### config.mk
export PLATFORM = sky130hd
export DESIGN_NAME = char_lcd_4bit_write_sequencer_core
export DESIGN_NICKNAME = d
export VERILOG_FILES = /design/src/hdl/lcd4_pkg.sv /design/src/hdl/lcd4_strobe_gen.sv /design/src/hdl/char_lcd_4bit_write_sequencer_core.sv
export SDC_FILE = /design/constraint.sdc
export NUM_CORES = 1
export LEC_CHECK = 0
export ABC_AREA = 1
export BUFFER_PORTS_ARGS = -buffer_cell sky130_fd_sc_hd__buf_2
export CAP_MARGIN = 20
export CORE_MARGIN = 2
export CORE_UTILIZATION = 35
export CTS_CLUSTER_SIZE = 14
export DETAILED_ROUTE_END_ITERATION = 8
export GPL_TIMING_DRIVEN = 0
export SETUP_SLACK_MARGIN = 0.05
export SLEW_MARGIN = 20
export SYNTH_ARGS = -nofsm -noshare
export SYNTH_HDL_FRONTEND = slang
export SYNTH_SLANG_ARGS = --single-unit
### constraint.sdc
create_clock -name aclk -period 3.53 [get_ports aclk]
set_input_delay 0.706 -clock aclk [delete_from_list [all_inputs] [get_ports aclk]]
set_output_delay 0.706 -clock aclk [all_outputs]
set_load 0.005 [all_outputs]
### src/hdl/lcd4_pkg.sv
package lcd4_pkg;

    // command codes carried in s_tuser
    typedef enum logic [2:0] {
        OP_DATA       = 3'd0,
        OP_GOTO       = 3'd1,
        OP_LINE_START = 3'd2,
        OP_CLEAR      = 3'd3,
        OP_INIT       = 3'd4,
        OP_DISPLAY    = 3'd5,
        OP_BACKLIGHT  = 3'd6,
        OP_UNUSED     = 3'd7
    } op_t;

    // switch mode codes
    localparam logic [1:0] MODE_OFF    = 2'd0;
    localparam logic [1:0] MODE_ON     = 2'd1;
    localparam logic [1:0] MODE_TOGGLE = 2'd2;

    // ddram line base addresses
    localparam logic [7:0] LINE1_BASE = 8'h80;
    localparam logic [7:0] LINE2_BASE = 8'hC0;
    localparam logic [7:0] LINE3_BASE = 8'h94;
    localparam logic [7:0] LINE4_BASE = 8'hD4;

    // display on/off nibbles
    localparam logic [3:0] DISP_ON_NIB  = 4'hA;
    localparam logic [3:0] DISP_OFF_NIB = 4'h8;

    // timing in microseconds
    localparam logic [15:0] PRE_DATA_US   = 16'd1;
    localparam logic [15:0] PRE_INIT_US   = 16'd40000;
    localparam logic [10:0] PULSE_STD_US  = 11'd40;
    localparam logic [10:0] PULSE_LONG_US = 11'd2000;
    localparam logic [10:0] PULSE_GOTO_US = 11'd4;
    localparam logic [10:0] PULSE_HOME_US = 11'd20;
    localparam logic [10:0] POST_STD_US   = 11'd40;
    localparam logic [10:0] POST_LONG_US  = 11'd2000;

    // init sequence step markers
    localparam logic [3:0] INIT_LONG_STEP = 4'd6;
    localparam logic [3:0] INIT_LAST_STEP = 4'd8;

    typedef struct packed {
        logic [1:0] switch_mode;
        logic [7:0] column;
        logic [2:0] line;
        logic [7:0] byte_value;
        op_t        operation;
    } cmd_t;

    typedef struct packed {
        logic        last;
        logic        backlight;
        logic        strobe_res;
        logic [10:0] post_wait_us;
        logic [10:0] pulse_us;
        logic [15:0] pre_wait_us;
        logic        reg_select;
        logic [3:0]  nibble;
    } res_t;

    // nibbles of the power-on init sequence
    function automatic logic [3:0] init_nibble(input logic [3:0] step);
        logic [3:0] nib;
        unique case (step)
            4'd0:    nib = 4'h2;
            4'd1:    nib = 4'h2;
            4'd2:    nib = 4'h8;
            4'd3:    nib = 4'h0;
            4'd4:    nib = 4'hE;
            4'd5:    nib = 4'h0;
            4'd6:    nib = 4'h1;
            4'd7:    nib = 4'h0;
            4'd8:    nib = 4'h6;
            default: nib = 4'h0;
        endcase
        return nib;
    endfunction

    // ddram base of a display line, zero for lines out of range
    function automatic logic [7:0] line_base(input logic [2:0] line);
        logic [7:0] base;
        unique case (line)
            3'd1:    base = LINE1_BASE;
            3'd2:    base = LINE2_BASE;
            3'd3:    base = LINE3_BASE;
            3'd4:    base = LINE4_BASE;
            default: base = 8'h00;
        endcase
        return base;
    endfunction

endpackage

### src/hdl/lcd4_strobe_gen.sv
module lcd4_strobe_gen (
    input  lcd4_pkg::cmd_t     cmd,
    input  logic [3:0]         step,
    input  logic               backlight_cur,
    output lcd4_pkg::res_t     res
);
    import lcd4_pkg::*;

    logic [7:0] addr;
    logic [7:0] goto_addr;
    logic       hi_step;
    logic       bl_next;

    assign goto_addr = line_base(cmd.line) + cmd.column + 8'hFF;
    assign hi_step   = (step[0] == 1'b0);

    // backlight level after this command
    always_comb begin
        bl_next = backlight_cur;
        if (cmd.operation == OP_BACKLIGHT) begin
            if (cmd.switch_mode == MODE_TOGGLE) begin
                bl_next = ~backlight_cur;
            end else begin
                bl_next = cmd.switch_mode[0];
            end
        end
    end

    // one strobe of the current command at the current step
    always_comb begin
        addr = 8'h00;
        res = '0;
        res.backlight  = bl_next;
        res.strobe_res = 1'b1;
        unique case (cmd.operation) inside
            OP_DATA: begin
                res.nibble      = hi_step ? cmd.byte_value[7:4] : cmd.byte_value[3:0];
                res.reg_select  = 1'b1;
                res.pre_wait_us = PRE_DATA_US;
                res.pulse_us    = PULSE_STD_US;
                res.post_wait_us = hi_step ? 11'd0 : POST_STD_US;
                res.last        = ~hi_step;
            end
            OP_GOTO: begin
                addr         = goto_addr;
                res.nibble   = hi_step ? addr[7:4] : addr[3:0];
                res.pulse_us = PULSE_GOTO_US;
                res.last     = ~hi_step;
            end
            OP_LINE_START: begin
                addr         = line_base(cmd.line);
                res.nibble   = hi_step ? addr[7:4] : addr[3:0];
                res.pulse_us = PULSE_HOME_US;
                res.last     = ~hi_step;
            end
            OP_CLEAR: begin
                res.nibble   = hi_step ? 4'h0 : 4'h1;
                res.pulse_us = hi_step ? PULSE_STD_US : PULSE_LONG_US;
                res.last     = ~hi_step;
            end
            OP_INIT: begin
                res.nibble       = init_nibble(step);
                res.pre_wait_us  = (step == 4'd0) ? PRE_INIT_US : 16'd0;
                res.pulse_us     = (step == INIT_LONG_STEP) ? PULSE_LONG_US : PULSE_STD_US;
                res.post_wait_us = (step == INIT_LAST_STEP) ? POST_LONG_US : 11'd0;
                res.last         = (step == INIT_LAST_STEP);
            end
            OP_DISPLAY: begin
                res.nibble       = cmd.switch_mode[0] ? DISP_ON_NIB : DISP_OFF_NIB;
                res.pulse_us     = PULSE_STD_US;
                res.post_wait_us = POST_STD_US;
                res.last         = 1'b1;
            end
            OP_BACKLIGHT, OP_UNUSED: begin
                res.strobe_res = 1'b0;
                res.last       = 1'b1;
            end
            default: begin
                res.strobe_res = 1'b0;
                res.last       = 1'b1;
            end
        endcase
    end

endmodule

### src/hdl/char_lcd_4bit_write_sequencer_core.sv
// channel | dir | tdata (low bit up)                                   | tuser        | tlast
// s_      | in  | byte_value 8, line 3, column 8, switch_mode 2 (24b)   | operation 3  | -
// m_      | out | nibble 4, reg_select 1, pre_wait_us 16, pulse_us 11,  | strobe_res 1 | last
//         |     | post_wait_us 11, backlight 1 (48b)                   |              |
//
// a command gives N result words (N = 1, 2 or 9): one per strobe, or one non-strobe word
// a step counter walks the registered command, one result per cycle while not stalled
// the next command is taken in the cycle its predecessor's last word is issued,
// so one-word commands flow at one per cycle when not stalled
// aresetn (synchronous) clears the backlight level and empties both stages
// m_tready low holds the output register, and the command stage waits behind it
module char_lcd_4bit_write_sequencer_core (
    input  logic        aclk,
    input  logic        aresetn,
    input  logic        s_tvalid,
    output logic        s_tready,
    input  logic [23:0] s_tdata,   // byte_value, line, column, switch_mode, pad
    input  logic [2:0]  s_tuser,   // operation
    output logic        m_tvalid,
    input  logic        m_tready,
    output logic [47:0] m_tdata,   // nibble, reg_select, pre_wait_us, pulse_us,
                                   // post_wait_us, backlight, pad
    output logic [0:0]  m_tuser,   // strobe_res
    output logic        m_tlast
);
    import lcd4_pkg::*;

    cmd_t       cmd_reg;
    cmd_t       cmd_in;
    logic       cmd_valid_reg;
    logic [3:0] step_reg;
    logic       bl_reg;
    res_t       gen_res;
    res_t       out_reg;
    logic       out_valid_reg;
    logic       advance;
    logic       s_accept;

    // unpack the input word
    assign cmd_in.operation   = op_t'(s_tuser);
    assign cmd_in.byte_value  = s_tdata[7:0];
    assign cmd_in.line        = s_tdata[10:8];
    assign cmd_in.column      = s_tdata[18:11];
    assign cmd_in.switch_mode = s_tdata[20:19];

    lcd4_strobe_gen u_gen (
        .cmd           (cmd_reg),
        .step          (step_reg),
        .backlight_cur (bl_reg),
        .res           (gen_res)
    );

    // handshake between the command stage and the output register
    assign advance  = cmd_valid_reg && (!out_valid_reg || m_tready);
    assign s_tready = !cmd_valid_reg || (advance && gen_res.last);
    assign s_accept = s_tvalid && s_tready;

    // control state
    always_ff @(posedge aclk) begin
        if (!aresetn) begin
            cmd_valid_reg <= 1'b0;
            step_reg      <= 4'd0;
            bl_reg        <= 1'b0;
            out_valid_reg <= 1'b0;
        end else begin
            if (advance) begin
                out_valid_reg <= 1'b1;
                bl_reg        <= gen_res.backlight;
                step_reg      <= gen_res.last ? 4'd0 : step_reg + 4'd1;
            end else if (m_tready) begin
                out_valid_reg <= 1'b0;
            end
            if (s_accept) begin
                cmd_valid_reg <= 1'b1;
            end else if (advance && gen_res.last) begin
                cmd_valid_reg <= 1'b0;
            end
        end
    end

    // payload registers
    always_ff @(posedge aclk) begin
        if (s_accept) begin
            cmd_reg <= cmd_in;
        end
        if (advance) begin
            out_reg <= gen_res;
        end
    end

    // pack the output word
    assign m_tvalid = out_valid_reg;
    assign m_tdata  = {4'd0, out_reg.backlight, out_reg.post_wait_us, out_reg.pulse_us,
                       out_reg.pre_wait_us, out_reg.reg_select, out_reg.nibble};
    assign m_tuser  = out_reg.strobe_res;
    assign m_tlast  = out_reg.last;

endmodule

After elaboration in Yosys (flattened, before gate mapping)
Memories as Yosys holds them, arrays and structs flattened. A register that Yosys moved wholly into a read port is not among the register bits.
Index checks and enable logic that the tools add are counted.
{ "word_totals": {"rom_bits": 64, "register_bits": 77, "n_memories": 1, "out_inout_bits": 52} }
{ "memory_table": {"columns": ["name", "words", "word_bits", "read_ports", "rd_ports_with_merged_regs", "wr", "line", "rtl"], "rows": [
  ["(no name shown)", 16, 4, 1, 1, 0, "lcd4_pkg.sv:66", "unique case (step)"]
]} }
{ "classes": {"reduce_logical": 14, "n_eq_ne": 13, "bitwise": 1, "addsub": 3, "muxes": 27} }
{ "op_table": {"columns": ["op", "count"], "rows": [
  ["$pmux 11 s5", 1],
  ["$mux 11", 3],
  ["$pmux 11 s3", 1],
  ["$pmux 16 s2", 1],
  ["$pmux 8 s4", 1],
  ["$mux 4", 6],
  ["$pmux 4 s6", 1],
  ["$mux 16", 1],
  ["$eq 3x2->1 const B", 4],
  ["$eq 3x3->1 const B", 4],
  ["$mux 1", 9],
  ["$add 8x8->8", 1],
  ["$add 8x8->8 const B", 1],
  ["$eq 3x1->1 const B", 2],
  ["$mux 6", 1],
  ["$reduce_or 6->1", 1],
  ["$add 4x1->4 const B", 1],
  ["$eq 4x3->1 const B", 1],
  ["$eq 4x4->1 const B", 1],
  ["$logic_not 4->1", 1],
  ["$reduce_bool 2->1", 2],
  ["$reduce_or 4->1", 1],
  ["$logic_and 1x1->1", 3],
  ["$logic_not 3->1", 1],
  ["other kinds (7)", 9]
]} }

Logic depth before layout (Yosys ltp)
{ "logic_depth": {"depth_word": 7, "depth_mapped": 15, "depth_no_buf": 15} }

Modules after synthesis
A second synthesis with hierarchy kept.
{ "unflattened": {"hier_cells": 313, "area_unflattened_um2": 3544.6} }
{ "modules_own_cells": {"columns": ["module", "cells_each", "area_each_um2", "n_inst"], "rows": [
  ["char_lcd_4bit_write_sequencer_core", 118, 2462.4, 1],
  ["lcd4_strobe_gen", 195, 1082.3, 1]
]} }

Worst setup path after synthesis
Ideal clock, no wire load.
{ "synth_path": {"path_type": "input to register", "start": "input port m_tready", "end": "register cmd_reg[0] (netlist bit) (enable)", "path_stages": 6, "t_arrival_ns": 2.509, "path_slack_ns": 0.608, "n_path_buf": 0, "cell_sequence": "inv_2 nand2_2 nand2_2 inv_2 nand3_4 a21oi_1"} }
{ "synth_via": {"elab_chain_cells": 5} }
{ "synth_rtl": {"columns": ["item", "line", "rtl"], "rows": [
  ["start: declaration", "char_lcd_4bit_write_sequencer_core.sv:20", "input logic m_tready,"],
  ["$logic_or 1x1->1", "char_lcd_4bit_write_sequencer_core.sv:54", "assign advance = cmd_valid_reg && (!out_valid_reg || m_tready);"],
  ["$logic_and 1x1->1", "char_lcd_4bit_write_sequencer_core.sv:54", null],
  ["named net advance", "char_lcd_4bit_write_sequencer_core.sv:36", "logic advance;"],
  ["$logic_and 1x1->1", "char_lcd_4bit_write_sequencer_core.sv:55", "assign s_tready = !cmd_valid_reg || (advance && gen_res.last);"],
  ["$logic_or 1x1->1", "char_lcd_4bit_write_sequencer_core.sv:55", null],
  ["$logic_and 1x1->1", "char_lcd_4bit_write_sequencer_core.sv:56", "assign s_accept = s_tvalid && s_tready;"],
  ["named net s_accept", "char_lcd_4bit_write_sequencer_core.sv:37", "logic s_accept;"],
  ["end signal: assignment", "char_lcd_4bit_write_sequencer_core.sv:84", "cmd_reg <= cmd_in;"],
  ["end: declaration", "char_lcd_4bit_write_sequencer_core.sv:28", "cmd_t cmd_reg;"]
]} }
The timed path passes the listed nets, and every way through them passes these cells.
A chain may end at the register's enable or synchronous reset.

Final worst setup path
{ "layout_path": {"start": "register step_reg[0]", "end": "output port s_tready"} }
{ "layout_via": {"elab_chain_cells": 4} }
{ "layout_rtl": {"columns": ["item", "line", "rtl"], "rows": [
  ["start: declaration", "char_lcd_4bit_write_sequencer_core.sv:31", "logic [3:0] step_reg;"],
  ["start signal: assignment", "char_lcd_4bit_write_sequencer_core.sv:69", "step_reg <= gen_res.last ? 4'd0 : step_reg + 4'd1;"],
  ["$eq 4x4->1", "lcd4_strobe_gen.sv:66", "res.last = (step == INIT_LAST_STEP);"],
  ["$pmux 1 s2 *", "lcd4_strobe_gen.sv:35", "unique case (cmd.operation) inside"],
  ["$logic_and 1x1->1 *", "char_lcd_4bit_write_sequencer_core.sv:55", null],
  ["$logic_or 1x1->1 *", "char_lcd_4bit_write_sequencer_core.sv:55", null],
  ["end: declaration", "char_lcd_4bit_write_sequencer_core.sv:16", "output logic s_tready,"]
]} }
Mark *: on every way between the ends. The rest lies on a longest branch, timed or not.

==> summary.txt <==
Clock network
  • Setup Buffers After CTS: 0
  • CTS root buf: clkbuf_8
  • Clock sinks: 50
  • CTS tree: yes
  • Clock slew at reported path FFs: about 0.1 ns
  • CTS Buf Count: 5
  • Post_cts resized: 0
  • H-tree lvl count: 2
  • Cts hold-fix bufs: 0
  • Worst-Skew Late Latency: ~0.3 ns
  • CTS Buffer Depth: 2

Setup path
  • Critical R2R Capture: cmd_reg[19]
  • Critical path launch point type: flop
  • Max FO, Critical Path: 11
  • Reg2Reg Launch Point: step_reg[0]
  • CP top delay family: buffers and inverters
  • Reg2Reg Depth: 7
  • Slowest stage delay, CP: 0.45 ns
  • CP required: 2.82 ns
  • CP bufs+invs: 3
  • Critical Path End Type: primary output
  • Critical path class: reg -> out
  • Cell chain of the critical path: inv_1, clkbuf_1, ha_1, nand3_1, nand2_4, nand3_4, nand2_1, buf_2
  • Worst endpoint data arrival time: 2.16 ns
  • Start point of the critical path: step_reg[0]
  • R2R Setup Slk: 0.85 ns
  • Stages on worst setup path: 8
  • Worst path slowest cell: clkbuf_1
  • Crit path to: s_tready

Detailed routing
  • Drt pass-1 iters: 4
  • Final ANT Viol Nets: 0
  • Post-Route WL: between 5000 and 6000 um
  • Vias: 2075
  • DRC Markers: 0
  • Vias per cell: roughly 4.3
  • DR WL/cell: 11.0 um
  • Iteration-0 DRC Markers: 112

Synth
  • Seq/Total Area, Yosys: about half
  • Cell count after synthesis: roughly 300
  • Adder-cell share of the synthesized area: under 10%
  • Post-Syn Area: 2760 um2
  • Post-Synth XOR/XNOR Area: 1.59%
  • Mean Syn Cell Area: ~9.4 um2
  • Synth warnings: 0
  • Compound-Gate Fraction of Synth Area: 6.67%
  • Largest family of logic cells by synthesized area: simple AND/OR/NAND/NOR gates
  • Synth cell types: 36
  • Mux cell area share after synthesis: 0.408%
  • Register bit count reported by yosys: 50
  • Simple-gate share of the synthesized area: 18.9%

Floorplanning
  • DIE WIDTH: 92.8 um
  • Boundary pin count: 83
  • Site row count: 32
  • Core footprint: 7690 um2
  • DIE AREA: ~8600 um2
  • Initial cell density of the core: 35.9%
  • DIE HEIGHT: just over 90 um

Timing
  • Final Hold Viols: 0
  • Max Slew Vio Count: 0
  • Setup violators final: 0
  • Clock Skews: 0.00803 ns
  • Max Clk Rate: 349 MHz
  • Slew margin rel.: 48.4%
  • RSZ-0062 raised after global routing: no
  • Final worst path period share: 81.3%
  • Hold_ws: just over 0.5 ns
  • Final TNS setup: 0 ns
  • Min Tclk post-route: 2.87 ns
  • Tightest Pin Transition: between 0.7 and 0.8 ns

GRT
  • Global-route wire length before repair: 8870 um
  • Vias in the first global route: 1959
  • Global Route Usage Sum: between 10% and 20%
  • Grt ovf: 0
  • Largest net degree at the start of global routing: 25
  • Initial antenna violation count: 0

Place
  • DPL Wire Length: 4140 um
  • Placed insts: 474
  • Port Buffers: 60
  • GP Congestion: around 0.83

Final layout
  • Most frequent cells in the layout: nand2_1, buf_2, inv_1, edfxtp_1, buf_4
  • Nets: ~420
  • Layout area overhead: 22.5%
  • Post-route insts no fill: 482
  • Commonest non-fill, non-tap cell in the layout: nand2_1
  • Area of the multi-input gates: approximately 1000 um2
  • FF+latch area: 1390 um2
  • Max FFs per register: 24
  • Layout cells sized above 1: 31.6%
  • # diodes: 0
  • Fill count: 739
  • Layout Utilization: between 40% and 50%

Min path
  • Min-delay src: m_tvalid
  • Worst hold-check path type: reg -> reg
  • Hold Path Cell Cnt: 2

Run
  • Max-cap viol count: 0

Pwr
  • Tot Pwr: 1.38 mW
  • Pwr per Cell Area: 408 nW/um2
  • Maximum vdd drop: 0.000268 V
  • P_leak: 1.69 nW

Outcome
  • Status: finished clean
layer usage:
layer	routed length (um)	GRT usage, %
met5	0	0
met4	58	3.55
met3	405	2.93
met2	2510	22.2
met1	2340	16.3
worst register-to-register path: stages (launching register included):
cell and delay, ns:
dfxtp_1 0.36, inv_1 0.13, clkbuf_1 0.46, ha_1 0.29, nand3_1 0.19, nand2_4 0.13
nand3_4 0.11, a21oi_4 0.66
kinds of logic (layout without fill, tap and decap cells):
logic type,Yosys count,count (layout)
flip-flops,50,50
buffers and inverters,80,148
multiplexers,1,1
AND/OR/NAND/NOR,111,111
XOR/XNOR,5,5
adder cells (fa/ha/maj),13,13
AO/OA/AOI/OAI,33,33
other,1,19
Yosys cell counts:
cell type	number	area share (%)
ha_1	12	5.4
inv_1	39	5.3
nand3_4	1	0.64
nand3_1	20	3.6
xor2_1	4	1.3
nand2_4	2	0.82
a21oi_1	16	2.9
nor2_2	1	0.23
dfxtp_1	11	8.0
o21ai_1	2	0.36
o211ai_1	1	0.27
nand3b_1	1	0.27
conb_1	1	0.14
a221oi_1	1	0.32
o2111ai_1	1	0.32
a21boi_0	1	0.27
fa_1	1	0.73
nor2_1	13	1.8
xnor2_1	1	0.32
nand4_1	4	0.91
nand2_2	3	0.68
buf_2	1	0.18
nor3_2	1	0.36
buf_4	35	9.5
a31oi_1	1	0.23
o21ai_0	8	1.5
o31ai_1	1	0.27
mux2_2	1	0.41
edfxtp_1	39	42
a211oi_1	1	0.27
inv_2	4	0.54
nor3_1	1	0.18
clkbuf_1	1	0.14
nand2_1	62	8.4
nor2_8	1	0.73
or2_2	1	0.23
worst min-delay path by stage:
| stage | end |
|---|---|
| 2_1_floorplan | m_tdata[2] |
| 3_3_place_gp | m_tvalid |
| 3_5_place_dp | m_tvalid |
| 4_1_cts | m_tvalid |
| 5_1_grt | m_tvalid |
| 6_report | m_tvalid |
where the power goes:
part           internal [mW]  total (mW)  switching [mW]
Combinational          0.119       0.274           0.155
Clock                  0.213       0.403           0.190
Sequential             0.681       0.701          0.0207
stage by stage:
step	cell area, um2	setup WS, ns
after floorplan	2830	0.608
after global placement	3250	-0.138
after detailed placement	3260	0.847
after CTS	3380	0.640
after global routing	3380	0.445
final	3380	0.661
area by class of cell:
type / count / share of cell area, %
sequential: 50 / 41.2
multi-input combinational: 182 / 30.0
timing repair buffer: 60 / 8.89
buffer: 37 / 8.04
inverter: 43 / 4.78
tap: 102 / 3.78
clock buffer: 5 / 2.04
clock inverter: 3 / 1.30
No activity file was read; power rests on OpenSTA's default activity.
